$ cat config.mk
export PLATFORM = sky130hd
export DESIGN_NAME = tboc_ctrl
export DESIGN_NICKNAME = d
export VERILOG_FILES = /design/src/hdl/tboc_pkg.sv /design/src/hdl/tboc_ctrl.sv
export SDC_FILE = /design/constraint.sdc
export NUM_CORES = 1
export LEC_CHECK = 0
export ABC_AREA = 1
export BUFFER_PORTS_ARGS = -buffer_cell sky130_fd_sc_hd__buf_2
export CAP_MARGIN = 25
export CORE_AREA = 2 2 39 41
export CTS_CLUSTER_SIZE = 40
export DETAILED_ROUTE_END_ITERATION = 7
export DIE_AREA = 0 0 41 43
export GPL_TIMING_DRIVEN = 0
export PLACE_DENSITY = 0.69
export SLEW_MARGIN = 20
export SYNTH_ARGS = -nofsm -noshare
export SYNTH_HDL_FRONTEND = slang
export SYNTH_SLANG_ARGS = --single-unit
$ cat constraint.sdc
create_clock -name clk -period 2.25 [get_ports clk]
set_input_delay 0.3375 -clock clk [delete_from_list [all_inputs] [get_ports clk]]
set_output_delay 0.3375 -clock clk [all_outputs]
set_load 0.005 [all_outputs]
$ cat src/hdl/tboc_pkg.sv
// ----------------------------------------------------------------------------
// tboc_pkg
// shared constants, command and status types for the time base offset
// converter
// ----------------------------------------------------------------------------
package tboc_pkg;

	localparam int NUM_BASES     = 8;
	localparam int CELLS         = NUM_BASES * NUM_BASES;
	localparam int IDX_W         = $clog2(NUM_BASES);
	localparam int CELL_W        = $clog2(CELLS);
	localparam int TIME_W        = 64;
	localparam int USEC_PER_MSEC = 1000;
	localparam int USEC_W        = 20;
	localparam logic [USEC_W-1:0] USEC_PER_SEC = USEC_W'(USEC_PER_MSEC * USEC_PER_MSEC);
	localparam int DIV_DIGIT_W   = 8;
	localparam int DIV_STEPS     = TIME_W / DIV_DIGIT_W;
	localparam int DIV_CNT_W     = $clog2(DIV_STEPS);
	localparam int DIV_X_W       = USEC_W + DIV_DIGIT_W;
	localparam int DIV_SHIFT     = DIV_X_W + USEC_W;
	localparam int DIV_RECIP_W   = DIV_X_W + 1;
	localparam int DIV_PROD_W    = DIV_X_W + DIV_RECIP_W;
	// reciprocal of one million, exact for every partial dividend below 2^DIV_X_W
	localparam logic [DIV_RECIP_W-1:0] DIV_RECIP = DIV_RECIP_W'(
		((64'd1 << DIV_SHIFT) + 64'(USEC_PER_MSEC * USEC_PER_MSEC) - 64'd1) /
		64'(USEC_PER_MSEC * USEC_PER_MSEC));

	// controller to datapath
	typedef struct packed {
		logic load;
		logic calc;
		logic wr_ab;
		logic wr_ba;
		logic sw_wr1;
		logic sw_wr2;
		logic sw_next;
		logic cv_add;
		logic cv_abs;
		logic div_est;
		logic div_step;
		logic emit_ok;
		logic emit_fail;
	} tboc_cmd_t;

	// datapath to controller
	typedef struct packed {
		logic is_convert;
		logic pair_ok;
		logic conv_ok;
		logic need;
		logic sweep_last;
		logic div_last;
	} tboc_sts_t;

	function automatic logic [CELL_W-1:0] cell_idx(input logic [IDX_W-1:0] from,
		input logic [IDX_W-1:0] to);
		return CELL_W'(CELL_W'(from) * CELL_W'(NUM_BASES)) + CELL_W'(to);
	endfunction

endpackage

$ cat src/hdl/tboc_ctrl.sv
// ----------------------------------------------------------------------------
// tboc_ctrl
// controller: sequences add-pair writes, the closure sweep and conversions
// ----------------------------------------------------------------------------
module tboc_ctrl import tboc_pkg::*; (
	input  logic      clk,
	input  logic      arst_n,
	input  logic      start,
	output logic      busy,
	output logic      done,
	output tboc_cmd_t cmd,
	input  tboc_sts_t sts
);

	typedef enum logic [3:0] {
		ST_IDLE,
		ST_CALC,
		ST_PAIR_AB,
		ST_PAIR_BA,
		ST_SW_TEST,
		ST_SW_WR1,
		ST_SW_WR2,
		ST_CV_CHK,
		ST_CV_ADD,
		ST_CV_ABS,
		ST_CV_EST,
		ST_CV_DIV,
		ST_CV_OUT
	} state_t;

	state_t state_q;
	logic   busy_q, done_q;

	always_comb begin
		cmd          = '0;
		cmd.load     = (state_q == ST_IDLE) && start;
		cmd.calc     = state_q == ST_CALC;
		cmd.wr_ab    = state_q == ST_PAIR_AB;
		cmd.wr_ba    = state_q == ST_PAIR_BA;
		cmd.sw_wr1   = state_q == ST_SW_WR1;
		cmd.sw_wr2   = state_q == ST_SW_WR2;
		cmd.sw_next  = ((state_q == ST_SW_TEST) && !sts.need) || (state_q == ST_SW_WR2);
		cmd.cv_add   = state_q == ST_CV_ADD;
		cmd.cv_abs   = state_q == ST_CV_ABS;
		cmd.div_est  = state_q == ST_CV_EST;
		cmd.div_step = state_q == ST_CV_DIV;
		cmd.emit_ok  = state_q == ST_CV_OUT;
		cmd.emit_fail = (state_q == ST_CV_CHK) && !sts.conv_ok;
	end

	always_ff @(posedge clk or negedge arst_n) begin
		if (!arst_n) begin
			state_q <= ST_IDLE;
			busy_q  <= 1'b0;
			done_q  <= 1'b0;
		end else begin
			done_q <= 1'b0;
			unique case (state_q)
				ST_IDLE: begin
					if (start) begin
						busy_q  <= 1'b1;
						state_q <= ST_CALC;
					end
				end
				ST_CALC: begin
					if (sts.is_convert) begin
						state_q <= ST_CV_CHK;
					end else if (sts.pair_ok) begin
						state_q <= ST_PAIR_AB;
					end else begin
						busy_q  <= 1'b0;
						state_q <= ST_IDLE;
					end
				end
				ST_PAIR_AB: state_q <= ST_PAIR_BA;
				ST_PAIR_BA: state_q <= ST_SW_TEST;
				ST_SW_TEST: begin
					if (sts.need) begin
						state_q <= ST_SW_WR1;
					end else if (sts.sweep_last) begin
						busy_q  <= 1'b0;
						state_q <= ST_IDLE;
					end
				end
				ST_SW_WR1: state_q <= ST_SW_WR2;
				ST_SW_WR2: begin
					if (sts.sweep_last) begin
						busy_q  <= 1'b0;
						state_q <= ST_IDLE;
					end else begin
						state_q <= ST_SW_TEST;
					end
				end
				ST_CV_CHK: begin
					if (sts.conv_ok) begin
						state_q <= ST_CV_ADD;
					end else begin
						done_q  <= 1'b1;
						busy_q  <= 1'b0;
						state_q <= ST_IDLE;
					end
				end
				ST_CV_ADD: state_q <= ST_CV_ABS;
				ST_CV_ABS: state_q <= ST_CV_EST;
				ST_CV_EST: state_q <= ST_CV_DIV;
				ST_CV_DIV: begin
					if (sts.div_last) begin
						state_q <= ST_CV_OUT;
					end else begin
						state_q <= ST_CV_EST;
					end
				end
				ST_CV_OUT: begin
					done_q  <= 1'b1;
					busy_q  <= 1'b0;
					state_q <= ST_IDLE;
				end
				default: state_q <= ST_IDLE;
			endcase
		end
	end

	assign busy = busy_q;
	assign done = done_q;

	a_done_idle: assert property (@(posedge clk) disable iff (!arst_n)
		done |-> !busy)
		else $error("result strobe while still busy");

	a_start_busy: assert property (@(posedge clk) disable iff (!arst_n)
		start && !busy |=> busy)
		else $error("transfer taken without going busy");

	a_wr_pair: assert property (@(posedge clk) disable iff (!arst_n)
		state_q == ST_SW_WR1 |=> state_q == ST_SW_WR2)
		else $error("sweep update not completed in both directions");

endmodule

==> qor.csv, run 1 <==
stage,metric,value,unit
timing,worst-case clock skew,2.74,ps
die,Die X,41,µm
clock_network,cts bufs inserted,3,
setup_path,critical path class,reg -> out,
die,Initial Utilization,33.9,%
clock_network,CTS tree,done,
setup_path,crit-path max FO,7,
logic_synthesis,"Cell Area, Synth",469,µm²
power,Comb power frac,60.0,%
global_route,global-route wire length before repair,1680,µm
final_layout,Finished Core Util,46.0,%
logic_synthesis,Post-Syn Instances,78,
placed_design,DP Wirelength,962,µm
logic_synthesis,synth warn,0,
die,cell row count,14,
logic_synthesis,sequential-to-total area share from yosys stat,32.0,%
timing,setup TNS,0,ps
logic_synthesis,Cell variety after synth,14,
hold_path,Hold Crit Class,in -> reg,
logic_synthesis,area share of the largest cell type after synthesis,32.0,%
setup_path,Slowest cell on crit path,dfrtp_1,
final_layout,Layout Nets,116,
timing,Final Cycle Share,74.2,%
clock_network,Clock Pin Slew Worst Setup and Hold Paths,40,ps
power,Pwr Density,1180,nW/µm²
final_layout,most frequent cells in the layout,"nand2_1 (24), buf_2 (23), inv_1 (16), nor2_1 (14), nand3_1 (7)",
logic_synthesis,post-synth net total,87,
clock_network,Clock Sinks,6,
drt,Vias,547,
timing,post-layout min period,1670,ps
power,Lkg Pwr,0.440,nW
run_status,outcome,completed,
setup_path,CP required,1910,ps
clock_network,"Clk Latency, worst-skew pair",240,ps
die,die area,1760,µm²
setup_path,cells along the critical path,nor2_1 -> inv_1 -> nor2_1 -> nand2_1 -> inv_1 -> buf_2,
setup_path,crit end category,primary output,
timing,Slew @ Worst Pin,280,ps
die,IO Pins,24,
setup_path,worst stage delay on the critical path,440,ps
timing,final setup violation count,0,
global_route,gr ovfl total,0,
power,P_sw,367,µW
clock_network,Post-CTS Setup Repair Bufs,0,
timing,Final Max Tran Viols,0,
timing,relative slew slack,81.2,%
drt,Antenna Nets Post-Route,0,
final_layout,"commonest non-fill, non-tap cell in the layout",nand2_1,
final_layout,Fillers,147,
setup_path,Critical Path Start Type,flip-flop,
setup_path,Top delay family on crit path,flip-flops,
timing,FMAX,0.599,GHz
logic_synthesis,post-synthesis average cell area,6.02,µm²
logic_synthesis,"flops & latches, synth",6,
global_route,number of global-route vias before repair,427,
placed_design,GP Congestion,0.841,
final_layout,Layout area overhead,35.7,%
power,maximum vdd drop,378,µV
power,Switching Share,49.0,%
clock_network,H-tree level count,1,
drt,DR vias/cell,4.52,
final_layout,# diodes,0,
power,Clk pwr share,12.7,%
power,sequential cell fraction of total power,27.3,%
global_route,initial antenna violation count,0,
drt,drt first-iter violations,20,
clock_network,Clock Tree Buf Depth,2,
setup_path,"Arr. time, crit path",1330,ps
power,P_int,383,µW
drt,first drt pass iteration count,4,
drt,per-cell routed wire length,9.64,µm
global_route,largest net degree at the start of global routing,9,
timing,Fin. Hold Viols,0,
timing,RSZ-0062 raised after global routing,no,
setup_path,critical path buffer and inverter count,3,
die,total core area,1380,µm²
drt,Residual DRC,0,
final_layout,final std cells w/o fill,121,
placed_design,port bufs,23,
global_route,total global-route track usage,13.9,%
clock_network,root buffer cell,clkbuf_4,
logic_synthesis,Yosys top cell by area,dfrtp_1,
die,Chip Height,43,µm
logic_synthesis,"top cells by area, synth","dfrtp_1 (32%), nand2_1 (19%), inv_1 (13%)",
final_layout,share of layout cells above drive strength 1,28.6,%
placed_design,Cells after DPL,117,
drt,WL final,1170,µm
run,max-cap viol count,0,
==> worst reg2reg max path, delay by kind of cell (launching register included) <==
kind / cells / cell delay (ps)
buffers and inverters: 1 / 50
flip-flops: 1 / 440
AND/OR/NAND/NOR: 7 / 710
==> synth_stat cells, drive strengths merged <==
master  instances
nand2          24
nor2           17
inv            16
nand3           7
dfrtp           6
nand3b          2
a211oi          1
a21oi           1
nand4           1
o21ai           1
o21bai          1
or2             1
==> stage by stage <==
stage | worst slack [ps] | hold WS [ps] | cell area, µm² | power (mW)
6_report | 580 | 338 | 637 | 0.750
5_1_grt | 452 | 337 | 637 | 0.823
4_1_cts | 552 | 333 | 637 | 0.758
3_5_place_dp | 818 | 163 | 604 | 0.656
3_3_place_gp | 829 | 163 | 604 | 0.647
2_1_floorplan | 1010 | 41.9 | 469 | 0.514
==> final timing paths <==
path                            start    endpoint  slack (ps)  cells past startpoint
min                             start        busy         340                      3
max in group asynchronous      arst_n  state_q[1]        1660                      2
min in group asynchronous      arst_n  state_q[3]         440                      2
max reg2reg                state_q[0]        busy         930                      8
min reg2reg                      busy        busy         480                      2
max                        state_q[0]     cmd[12]         580                      6
==> routing by layer <==
| layer | vias up | share of wire, % | global-route usage, % |
|---|---|---|---|
| li1 | 292 | - | - |
| met1 | 231 | 46 | 17.7 |
| met4 | 0 | 0 | 2.00 |
| met3 | 0 | 7.9 | 6.81 |
| met5 | - | 0 | 0 |
| met2 | 24 | 46 | 21.3 |
==> cell type report <==
class	instances	area (µm²)	share of cell area (%)
sequential	6	150	23.6
inverter	16	60.1	9.43
timing repair buffer	24	125	19.6
tap	16	20.0	3.14
multi-input combinational	56	259	40.7
clock buffer	3	22.5	3.54
==> flip-flops by register name, summed over array words and instances, names as in the netlist <==
register and count:
busy 1, done 1, state_q 4
==> power by group through the flow <==
stage	clock network [mW]	logic, mW	registers, mW
finish	0.0953	0.450	0.204
global route	0.107	0.503	0.213
CTS	0.100	0.454	0.204
detailed placement	0	0.451	0.205
global placement	0	0.444	0.203
floorplan	0	0.319	0.195
==> cells by family (layout without fill, tap and decap cells) <==
family	after synthesis	count (layout)	share of synthesized area, %
flops	6	6	32.0
buf+inv	16	43	12.8
compound gates	4	4	5.33
simple gates	52	52	49.9
==> timing repair <==
action	in CTS	in global routing
hold endpoints to repair	6	0
resized for setup	0	0
hold buffers	1	0
No activity file was read; power rests on OpenSTA's default activity.
==> run 2: changes to the inputs <==
--- a/config.mk
+++ b/config.mk
@@ -5,7 +5,7 @@
 export SDC_FILE = /design/constraint.sdc
 export NUM_CORES = 1
 export LEC_CHECK = 0
-export ABC_AREA = 1
+export ABC_AREA = 0
 export BUFFER_PORTS_ARGS = -buffer_cell sky130_fd_sc_hd__buf_2
 export CAP_MARGIN = 25
 export CORE_AREA = 2 2 39 41
@@ -13,7 +13,7 @@
 export DETAILED_ROUTE_END_ITERATION = 7
 export DIE_AREA = 0 0 41 43
 export GPL_TIMING_DRIVEN = 0
-export PLACE_DENSITY = 0.69
+export PLACE_DENSITY = 0.74
 export SLEW_MARGIN = 20
 export SYNTH_ARGS = -nofsm -noshare
 export SYNTH_HDL_FRONTEND = slang
==> constraint.sdc (replaced) <==
create_clock -name clk -period 1.5 [get_ports clk]
set_input_delay 0.225 -clock clk [delete_from_list [all_inputs] [get_ports clk]]
set_output_delay 0.225 -clock clk [all_outputs]
set_load 0.005 [all_outputs]
==> run 2 against run 1 <==
Compared with the run above: the flow now finishes with violations (setup timing); power up 120%; first-iteration DRC count down 10%; critical endpoint unchanged; largest power group unchanged; area after synthesis up 7.2%; setup slack worse by 580 ps.
==> qor.csv, run 2 <==
stage,metric,value,unit,change
die,total core area,1380,µm²,unchanged
final_layout,Finished Core Util,56.5,%,+10 points
timing,worst-case clock skew,0.762,ps,-1.98 ps
setup_path,critical path class,reg -> out,,
global_route,met2 Usage GRT,24.7,%,+3.4 points
die,Die X,41,µm,unchanged
global_route,routing usage on met1,23.5,%,+5.8 points
hold_path,Hold Crit Class,in -> reg,,
global_route,number of global-route vias before repair,502,,+18%
drt,Residual DRC,0,,unchanged
drt,per-cell routed wire length,14.2,µm,+47%
timing,FMAX,0.666,GHz,
logic_synthesis,post-synth net total,74,,-15%
logic_synthesis,sequential-to-total area share from yosys stat,29.9,%,-2.1 points
logic_synthesis,Yosys top cell by area,dfrtp_1,,
logic_synthesis,most frequent cell after synthesis,nor2_1,,
setup_path,Critical Path Start Type,flip-flop,,
die,die area,1760,µm²,unchanged
global_route,grt met3 use,6.28,%,-0.52 points
logic_synthesis,Synth Flop Type,dfrtp_1,,
run_status,failing checks,setup timing,,
final_layout,"Most flops, register",state_q,,
timing,Final Max Tran Viols,0,,unchanged
timing,Fin. Hold Viols,0,,unchanged
final_layout,# diodes,0,,unchanged
final_layout,"commonest non-fill, non-tap cell in the layout",buf_2,,
drt,Antenna Nets Post-Route,0,,unchanged
timing,RSZ-0062 raised after global routing,yes,,
timing,Slew @ Worst Pin,284,ps,+4.13 ps
power,Pwr Density,2070,nW/µm²,+76%
final_layout,Layout area overhead,55.5,%,
power,Lkg Pwr,0.390,nW,-11%
placed_design,DP Wirelength,976,µm,+1.5%
power,maximum vdd drop,1010,µV,+170%
global_route,largest net degree at the start of global routing,11,,+2
final_layout,most frequent cells in the layout,"buf_2 (24), nor2_1 (8), buf_4 (6), a21oi_1 (5)",,
die,IO Pins,24,,unchanged
drt,drt first-iter violations,18,,-10%
timing,final setup violation count,1,,+1
setup_path,"Arr. time, crit path",1280,ps,-50 ps
final_layout,share of layout cells above drive strength 1,52.1,%,+24 points
logic_synthesis,Post-Syn Instances,65,,-17%
final_layout,Largest register FFs,4,,unchanged
clock_network,Clock Sinks,6,,unchanged
setup_path,crit end category,primary output,,
die,Chip Height,43,µm,unchanged
final_layout,Layout Nets,107,,-7.8%
logic_synthesis,Post-synth EDFFs,0,,unchanged
setup_path,CP required,1270,ps,-640 ps
placed_design,pre-CTS setup slack,93.3,ps,-725 ps
die,Initial Utilization,36.3,%,+2.4 points
placed_design,port bufs,23,,unchanged
global_route,total global-route track usage,17.4,%,+3.4 points
global_route,initial antenna violation count,0,,unchanged
logic_synthesis,async set-or-reset flop fraction in the synthesized netlist,100,%,unchanged
clock_network,"Clk Latency, worst-skew pair",240,ps,about the same
logic_synthesis,Cell variety after synth,26,,+12
global_route,global-route wire length before repair,2060,µm,+22%
run,max-cap viol count,0,,unchanged
logic_synthesis,"flops & latches, synth",6,,unchanged
run_status,outcome,"complete, but fails checks",,
timing,setup TNS,-1.23,ps,-1.23 ps
placed_design,GP Congestion,0.804,,-4.3%
clock_network,Clock Pin Slew Worst Setup and Hold Paths,40,ps,about the same
timing,Final Worst Setup Slack,-1.23,ps,-581 ps
logic_synthesis,post-synthesis average cell area,7.74,µm²,+29%
timing,Final Cycle Share,100,%,
logic_synthesis,"top cells by area, synth","dfrtp_1 (30%), nand2b_1 (7.5%), nor3_1 (7.0%)",,
clock_network,CTS tree,done,,
logic_synthesis,synth warn,0,,unchanged
logic_synthesis,"Cell Area, Synth",503,µm²,+7.2%
clock_network,H-tree level count,1,,unchanged
timing,post-layout min period,1500,ps,
drt,WL final,1590,µm,+36%
timing,relative slew slack,81.0,%,-0.25 points
clock_network,root buffer cell,clkbuf_4,,
drt,Vias,619,,+13%
logic_synthesis,area share of the largest cell type after synthesis,29.9,%,-2.1 points
global_route,busiest grt layer,met2,,
logic_synthesis,top cells by instance count after synthesis,"nor2_1 (9), nor3_1 (7), dfrtp_1 (6), nand2b_1 (6), a21oi_1 (5)",,
clock_network,Clock Tree Buf Depth,2,,unchanged
global_route,gr ovfl total,0,,unchanged
clock_network,cts bufs inserted,3,,unchanged
final_layout,Fillers,128,,-13%
die,cell row count,14,,unchanged
drt,first drt pass iteration count,4,,unchanged
drt,DR vias/cell,5.53,,+22%
setup_path,crit-path max FO,10,,+3
## run 2: changes by cell type after synthesis, moves of 4 or more
cell	change
a21oi_1	+4
buf_2	+4
inv_1	-14
nand2_1	-22
nand2b_1	+6
nand3_1	-6
nor2_1	-5
nor3_1	+7
## run 2: kinds of logic after synthesis
logic type | count (synthesis) | synth area share [%]
muxes | 2 | 3.98
AOI/OAI and AO/OA | 15 | 20.9
and+or+nand+nor | 34 | 36.1
buffers and inverters | 8 | 9.21
DFF | 6 | 29.8
## run 2: where the power goes
part / internal [mW] / switching, mW / total [mW]
logic: 0.565 / 0.558 / 1.12
clock network: 0.0904 / 0.0576 / 0.148
registers: 0.239 / 0.113 / 0.352
## run 2: critical path: stages (launching register included)
cell and delay (ps):
dfrtp_2 460, buf_6 170, nor2_1 90, and3_1 190
buf_2 120
## run 2: what timing repair did
item / in CTS / in global routing
gates resized for setup: 4 / 18
gates cloned: 0 / 1
setup buffers: 2 / 3
endpoints found under the hold margin: 6 / 0
hold buffers: 1 / 0
setup endpoints to repair: 8 / 14
pin swaps: 0 / 2
## run 2: per-layer routing
metal  vias to the layer above  share of wire, %
met5                         -                 0
met4                         0                 0
met3                         0               7.6
met2                        30                50
met1                       292                42
li1                        297                 -
## run 2: cell type report
class / count / area (µm²) / area share, %
Buffer: 4 / 41.3 / 5.28
Clock buffer: 3 / 22.5 / 2.88
Inverter: 2 / 7.51 / 0.960
Multi-Input combinational cell: 51 / 369 / 47.2
Sequential cell: 6 / 154 / 19.7
Tap cell: 16 / 20.0 / 2.56
Timing Repair Buffer: 30 / 168 / 21.4
## run 2: path summary, 6_finish.rpt
path                             from         end  slack [ps]  cells after the start
setup / recovery           state_q[2]     cmd[12]          -1                      4
hold / removal                 sts[3]  state_q[3]         290                      3
setup reg to reg           state_q[3]  state_q[1]          40                      5
hold reg to reg                  busy        busy         500                      1
max in group asynchronous      arst_n  state_q[2]        1020                      2
min in group asynchronous      arst_n        busy         330                      2
## run 2: metrics by stage
step | cell area (µm²) | hold slack, ps | instances | power (mW)
5_1_grt | 782 | 279 | 112 | 1.74
4_1_cts | 699 | 277 | 110 | 1.39
6_report | 782 | 288 | 112 | 1.62
2_1_floorplan | 503 | -70.6 | 65 | 0.914
3_5_place_dp | 638 | 51.2 | 104 | 1.15
3_3_place_gp | 638 | 49.5 | 104 | 1.14
